[src/rtl/core/pj2s_pkg.sv]
// ----------------------------------------------------------------------------
// pj2s_pkg: shared types and constants for the perspective projection unit
// Field widths, divider geometry, register indexes and one-step helpers.
// ----------------------------------------------------------------------------
package pj2s_pkg;

	// Field and register widths
	localparam int COORD_BITS  = 16;
	localparam int EYE_BITS    = 16;
	localparam int CENTRE_BITS = 12;
	localparam int CFG_DATA_BITS = 16;

	// Signed product x*e, its magnitude, the signed divisor and its magnitude
	localparam int PROD_BITS = COORD_BITS + EYE_BITS + 1;
	localparam int NUM_BITS  = COORD_BITS + EYE_BITS - 1;
	localparam int DEN_BITS  = ((COORD_BITS > EYE_BITS) ? COORD_BITS : EYE_BITS) + 2;
	localparam int DIV_BITS  = DEN_BITS - 1;
	localparam int SUM_BITS  = NUM_BITS + 2;

	// Start transfer to result strobe, in clock cycles
	localparam int LATENCY = NUM_BITS + 3;

	// Register indexes
	localparam int CFG_IDX_BITS = 2;
	typedef logic [CFG_IDX_BITS-1:0] cfg_idx_t;
	localparam cfg_idx_t REG_EYE_DISTANCE = 2'd0;
	localparam cfg_idx_t REG_CENTER_X     = 2'd1;
	localparam cfg_idx_t REG_CENTER_Y     = 2'd2;

	// Register reset values
	localparam logic [EYE_BITS-1:0]    EYE_RESET      = 16'd1000;
	localparam logic [CENTRE_BITS-1:0] CENTER_X_RESET = 12'd160;
	localparam logic [CENTRE_BITS-1:0] CENTER_Y_RESET = 12'd120;

	// Port payloads
	typedef struct packed {
		logic signed [COORD_BITS-1:0] x_coord;
		logic signed [COORD_BITS-1:0] y_coord;
		logic signed [COORD_BITS-1:0] z_coord;
	} vertex_t;

	typedef struct packed {
		logic signed [COORD_BITS-1:0] screen_u;
		logic signed [COORD_BITS-1:0] screen_v;
		logic                         overflow;
		logic                         div_zero;
	} pixel_t;

	// Configuration snapshot
	typedef struct packed {
		logic [EYE_BITS-1:0]    eye_distance;
		logic [CENTRE_BITS-1:0] center_x;
		logic [CENTRE_BITS-1:0] center_y;
	} proj_cfg_t;

	// Sideband that rides alongside the divider
	typedef struct packed {
		logic neg_u;
		logic neg_v;
		logic div_zero;
	} side_t;

	// One divider lane: partial remainder, and numerator bits shifting out
	// at the top while quotient bits shift in at the bottom
	typedef struct packed {
		logic [DIV_BITS-1:0] rem;
		logic [NUM_BITS-1:0] nq;
	} div_lane_t;

	typedef struct packed {
		div_lane_t           u;
		div_lane_t           v;
		logic [DIV_BITS-1:0] divisor;
		side_t               side;
	} div_stage_t;

	typedef struct packed {
		logic [NUM_BITS-1:0] quot_u;
		logic [NUM_BITS-1:0] quot_v;
		side_t               side;
	} div_res_t;

	typedef struct packed {
		logic signed [COORD_BITS-1:0] val;
		logic                         ovf;
	} sat_t;

	// One restoring division step
	function automatic div_lane_t div_step(div_lane_t cur, logic [DIV_BITS-1:0] d);
		logic [DIV_BITS:0] trial;
		logic [DIV_BITS:0] diff;
		logic              ge;
		div_lane_t         nxt;
		trial = {cur.rem, cur.nq[NUM_BITS-1]};
		diff  = trial - {1'b0, d};
		ge    = (trial >= {1'b0, d});
		nxt.rem = ge ? diff[DIV_BITS-1:0] : trial[DIV_BITS-1:0];
		nxt.nq  = {cur.nq[NUM_BITS-2:0], ge};
		return nxt;
	endfunction

	// Clamp a wide signed sum to the coordinate range
	function automatic sat_t saturate(logic signed [SUM_BITS-1:0] s);
		logic signed [SUM_BITS-1:0] hi;
		logic signed [SUM_BITS-1:0] lo;
		sat_t                       r;
		hi = {{(SUM_BITS-COORD_BITS+1){1'b0}}, {(COORD_BITS-1){1'b1}}};
		lo = {{(SUM_BITS-COORD_BITS+1){1'b1}}, {(COORD_BITS-1){1'b0}}};
		if (s > hi) begin
			r.val = hi[COORD_BITS-1:0];
			r.ovf = 1'b1;
		end else if (s < lo) begin
			r.val = lo[COORD_BITS-1:0];
			r.ovf = 1'b1;
		end else begin
			r.val = s[COORD_BITS-1:0];
			r.ovf = 1'b0;
		end
		return r;
	endfunction

endpackage

[src/rtl/core/pj2s_front.sv]
// ----------------------------------------------------------------------------
// pj2s_front: product and divisor stages
// Stage 1 forms x*e, y*e and e-z; stage 2 splits them into sign and magnitude.
// ----------------------------------------------------------------------------
module pj2s_front
	import pj2s_pkg::*;
(
	input  logic       clk,
	input  logic       arst_n,
	input  logic       in_valid,
	input  vertex_t    vertex,
	input  proj_cfg_t  cfg,
	output logic       out_valid,
	output div_stage_t out_stage
);

	logic signed [PROD_BITS-1:0] prod_u_s1;
	logic signed [PROD_BITS-1:0] prod_v_s1;
	logic signed [DEN_BITS-1:0]  den_s1;
	logic                        valid_s1;
	logic signed [PROD_BITS-1:0] eye_ext;
	logic signed [DEN_BITS-1:0]  eye_den;
	logic signed [DEN_BITS-1:0]  z_den;
	logic signed [PROD_BITS-1:0] mag_u;
	logic signed [PROD_BITS-1:0] mag_v;
	logic signed [DEN_BITS-1:0]  mag_d;

	assign eye_ext = $signed({{(PROD_BITS-EYE_BITS){1'b0}}, cfg.eye_distance});
	assign eye_den = $signed({{(DEN_BITS-EYE_BITS){1'b0}}, cfg.eye_distance});
	assign z_den   = DEN_BITS'(vertex.z_coord);

	// Stage 1: valid
	always_ff @(posedge clk or negedge arst_n) begin
		if (!arst_n) begin
			valid_s1 <= 1'b0;
		end else begin
			valid_s1 <= in_valid;
		end
	end

	// Stage 1: products and denominator
	always_ff @(posedge clk) begin
		prod_u_s1 <= PROD_BITS'(vertex.x_coord) * eye_ext;
		prod_v_s1 <= PROD_BITS'(vertex.y_coord) * eye_ext;
		den_s1    <= eye_den - z_den;
	end

	// Magnitudes
	assign mag_u = prod_u_s1[PROD_BITS-1] ? -prod_u_s1 : prod_u_s1;
	assign mag_v = prod_v_s1[PROD_BITS-1] ? -prod_v_s1 : prod_v_s1;
	assign mag_d = den_s1[DEN_BITS-1] ? -den_s1 : den_s1;

	// Stage 2: valid
	always_ff @(posedge clk or negedge arst_n) begin
		if (!arst_n) begin
			out_valid <= 1'b0;
		end else begin
			out_valid <= valid_s1;
		end
	end

	// Stage 2: sign and magnitude, divider seed
	always_ff @(posedge clk) begin
		out_stage.u.rem         <= '0;
		out_stage.u.nq          <= mag_u[NUM_BITS-1:0];
		out_stage.v.rem         <= '0;
		out_stage.v.nq          <= mag_v[NUM_BITS-1:0];
		out_stage.divisor       <= mag_d[DIV_BITS-1:0];
		out_stage.side.neg_u    <= prod_u_s1[PROD_BITS-1] ^ den_s1[DEN_BITS-1];
		out_stage.side.neg_v    <= prod_v_s1[PROD_BITS-1] ^ den_s1[DEN_BITS-1];
		out_stage.side.div_zero <= (den_s1 == '0);
	end

endmodule

[config.mk]
export PLATFORM = sky130hd
export DESIGN_NAME = pj2s_front
export DESIGN_NICKNAME = d
export VERILOG_FILES = /design/src/rtl/core/pj2s_pkg.sv /design/src/rtl/core/pj2s_front.sv
export SDC_FILE = /design/constraint.sdc
export NUM_CORES = 1
export LEC_CHECK = 0
export BUFFER_PORTS_ARGS = -buffer_cell sky130_fd_sc_hd__clkbuf_2
export CORE_ASPECT_RATIO = 0.9
export CORE_UTILIZATION = 40
export CTS_CLUSTER_SIZE = 12
export DETAILED_ROUTE_END_ITERATION = 12
export PLACE_DENSITY = 0.53
export SLEW_MARGIN = 20
export SYNTH_ARGS = -nofsm -noshare
export SYNTH_HDL_FRONTEND = slang
export SYNTH_SLANG_ARGS = --single-unit
[constraint.sdc]
create_clock -name clk -period 2.94 [get_ports clk]
set_clock_uncertainty 0.1 [all_clocks]
set_input_delay 0.147 -clock clk [delete_from_list [all_inputs] [get_ports clk]]
set_output_delay 0.147 -clock clk [all_outputs]
set_load 0.03 [all_outputs]
Word-level counts from Yosys, hierarchy flattened
Cells that the tools add are included.

Input port bits: 91. Logic and storage cells: 23. Register bits after elaboration: 168.

Add/sub/neg operators: 4. $mul: 2. Muxes and demuxes: 3. Bitwise logic cells: 2. Reductions and logical operators: 1.

Operator list (number): $mul 16x17->33 (2); $mux 31 (2); $neg 31->31 (2); $logic_not 18->1 (1); $sub 17x16->18 (1); $mux 17 (1); $neg 17->17 (1); $xor 1x1->1 (2).

Logic depth before layout (Yosys ltp)
Word-level depth: 2. Depth in mapped cells: 24. Gate-level depth less buffers: 23.

Worst setup path after synthesis
No wires, ideal clock.

Path type: input-to-reg. Start point: in vertex[39] (netlist name). End point: reg prod_u_s1[32]. Cell stages on the path: 23. Data arrival time: 5.574 ns. Library setup time: 0.125 ns. Setup slack: -2.859 ns. Path through: clkbuf_1 > nand2_1 > fa_1 > inv_1 > fa_1 > inv_1 > fa_1 > inv_1 > fa_1 > fa_1 > inv_1 > fa_1 > inv_1 > ha_1 > clkbuf_1 > a22o_1 > nor4_1 > o21ai_1 > and4_1 > o21a_1 > o31ai_1 > o31ai_1 > xnor2_1.

Longest elaborated chain between the ends: 1.

RTL lines: start, declared (line pj2s_front.sv:11) `input vertex_t vertex,`; $mul 16x17->33 (line pj2s_front.sv:43) `prod_u_s1 <= PROD_BITS'(vertex.x_coord) * eye_ext;`; end signal, assigned (line pj2s_front.sv:43); end, declared (line pj2s_front.sv:17) `logic signed [PROD_BITS-1:0] prod_u_s1;`.

No other way between the ends.

Worst setup path in the final report
Start point: in cfg[29] (netlist name). End point: reg prod_u_s1[30].

Longest elaborated chain between the ends: 1.

RTL lines: start, declared (line pj2s_front.sv:12) `input proj_cfg_t cfg,`; $mul 16x17->33 (line pj2s_front.sv:43).

No other way between the ends.

==> results.cfg <==
[yosys]
yosys.area.top_type = fa_1
synth-simple-area-share_pct = 15.4
synth-compound-area-share_pct = 6.55
yosys_most_used_dff = dfxtp_1
synth_xor_area_share_pct = 5.53
ys.warnings.count = 0
synthDistinctLibCells = 62
ys_ff_latch = 166
synth_top_family_by_area = adder cells
syn_avg_cell_area_um2 = 9.07
ys_top_cells_by_area = fa_1 (33%), ha_1 (14%), dfxtp_1 (14%), inv_1 (8.4%), and2_1 (6.3%)
muxShareOfSynthArea_pct = 0
synth.top_cell.area_share_pct = 33.2
synth-seq-area-share_pct = 14.2
synthTopCellsByCount = inv_1 (524), fa_1 (389), nand2_1 (309), ha_1 (264), and2_1 (238)
async_flop_share_pct = 1.20
synth_edf_count = 0
synth.most_common_cell = inv_1
netlist_instances = 2585
synth_adder_area_share_pct = 47.3
synth_area_um2 = 23500

[grt]
antenna_found_initial = 3
grt_overflow_total = 0
grt_first_pass_wirelength_mm = 98.2
grt_usage_pct = 20.9
grt_max_degree = 30
grt_pass1_vias = 19217

[hold_path]
hold_path.class = in -> reg
worstHoldPathCells = 2

[worst_setup_path]
cpPeakStageDelay_ns = 0.50
crit_family = adder cells
crit_slowest_cell = fa_1
crit_arrival_ns = 5.63
reg2regPathDepth = 7
cp_max_fo = 7
path_buf_inv = 6
worstSetupStartpointType = input port
path_cells = buf_8, buf_12, and2_4, fa_1, inv_1, fa_1, fa_1, fa_1, inv_1, fa_1, inv_1, fa_1, inv_2, ha_4, a21oi_2, o21ai_2, nor4_2, o21ai_2, and4_1, o21a_2, o31a_1, a2111o_1, nand3_2
worst-path-stages = 23
path_class = in -> reg
endpoint_kind = flop
critical_path_required_ns = 3.25
crit_top_cell = fa_1

[clock_tree]
numCtsBuffers = 17
cts.sinks = 166
htreeDepth = 4
cts.reportedPaths.clkPinSlew_ns = 0.07
cts_root_buf = clkbuf_16
cts_tree = built
cts.path.max_buffers = 2
clock_latency_ns = 0.48

[route]
first_pass_iters = 5
vias_per_cell = 4.77
drt-initial-drc-count = 784
drc = 0
wl_per_cell_um = 15.7
antenna_left = 0
finalWirelength_mm = 59.7
via_count = 18160

[die]
die_h_um = 232
std_cell_rows = 83
core_region_area_um2 = 57500
start_util_pct = 40.8
die_w_um = 257
die_area_um2 = 59600
ios = 208

[timing]
worst_slew_pin_slew_ns = 0.689
rsz0062_at_grt = true
drv_slew = 0
setup_violations = 52
fin_ws_ns = -2.38
post-route-period-util_pct = 181
fin_crit_ns = 5.32
slew_headroom_pct = 54.0
finalHoldViolCount = 0
fmax_mhz = 188
finalSetupTns_ns = -93.30

[final_layout]
num-fill-cells = 5390
nets = 3776
postLayoutCoreUtil_pct = 52.6
drive_gt1_share_pct = 26.4
syn_to_final_growth_pct = 29.1

[place]
dp_hpwl_mm = 49.5
gp_congestion = 0.881
port_buffers = 149

[run_status]
outcome = finished with violations
violations = setup timing

[flow_run]
max_cap_violations = 0
==> sequential cells by signal (all words and copies together) (netlist names) <==
register	flops
out_valid	1
prod_v_s1	32
out_stage	82
prod_u_s1	32
valid_s1	1
den_s1	18
==> placed cells by master (no fill, tap or decap), types with 13 or more instances in the layout <==
master     synthesis  final
xnor2_1          115    104
fa_2               0     20
nand2_2            0     16
buf_12             0     21
ha_4               0     34
a21oi_1           65     42
a21o_1            30     30
o21ai_0           28     23
ha_1             264    224
buf_8              0     17
nor2_1            83     67
a21oi_2            0     20
o21ai_1           25     14
o31ai_1           19     14
o21ai_2            1     13
o21bai_1          14     13
xor2_1            33     33
inv_2              3     29
nand2b_1          22     22
buf_6              0     72
fa_1             389    369
and2_1           238    200
buf_4             34    258
clkbuf_2           0    125
dfxtp_1          164    164
nand2_1          309    284
inv_1            524    497
and2_4             0     38
clkbuf_16          0     21
conb_1             1     34
==> cell type report <==
class,count,area [um2],area share (%)
inverter,527,1980,6.54
clock inverter,13,168,0.554
multi-input combinational,1797,19000,62.6
antenna,1,2.50,0.00827
tap,765,957,3.16
timing repair buffer,523,4440,14.7
sequential,166,3330,11.0
clock buffer,18,439,1.45
==> final timing paths <==
kind                                  to         start  slack (ns)
setup / recovery           prod_u_s1[30]       cfg[29]       -2.38
hold / removal              prod_u_s1[0]    vertex[32]        0.04
setup reg to reg           out_stage[49]  prod_v_s1[9]        0.42
hold reg to reg             out_stage[3]     den_s1[0]        0.26
max in group asynchronous       valid_s1        arst_n        2.19
min in group asynchronous      out_valid        arst_n        0.42
==> timing repair <==
item                                    in CTS  in global routing
cloned                                       2                  1
pin swaps                                   64                 83
setup buffers                               33                 34
endpoints found under the setup margin      53                 54
hold endpoints to repair                    13                  0
gates resized for setup                    211                131
hold buffers                                11                  0
==> cell families (layout without fill, tap and decap cells) <==
| family | count (synthesis) | after routing |
|---|---|---|
| flops | 166 | 166 |
| fa+ha+maj | 653 | 653 |
| compound gates | 232 | 232 |
| other cells | 1 | 35 |
| xor+xnor | 148 | 148 |
| buf+inv | 655 | 1081 |
| simple gates | 730 | 730 |
==> per-stage QoR <==
step           hold slack, ns  cell area, um2  instances  setup WS, ns
2_1_floorplan          -0.249           24600       2618         -2.61
3_3_place_gp           -0.167           27700       3709         -2.95
3_5_place_dp           -0.159           27700       3709         -3.02
4_1_cts               0.00418           29500       3780         -2.30
5_1_grt                0.0429           30300       3809         -2.59
6_report               0.0446           30300       3810         -2.38
==> per-layer routing <==
layer | vias to the layer above | part of all wire, % | track usage (%)
met5 | - | 0.044 | 0
met1 | 9104 | 47 | 29.0
met4 | 4 | 1.9 | 5.47
met3 | 66 | 4.6 | 4.21
li1 | 8687 | - | -
met2 | 299 | 46 | 33.2
Power is left out: the tool's default activity adds up to more than one toggle a clock period on the data nets, which glitch-free logic cannot reach.
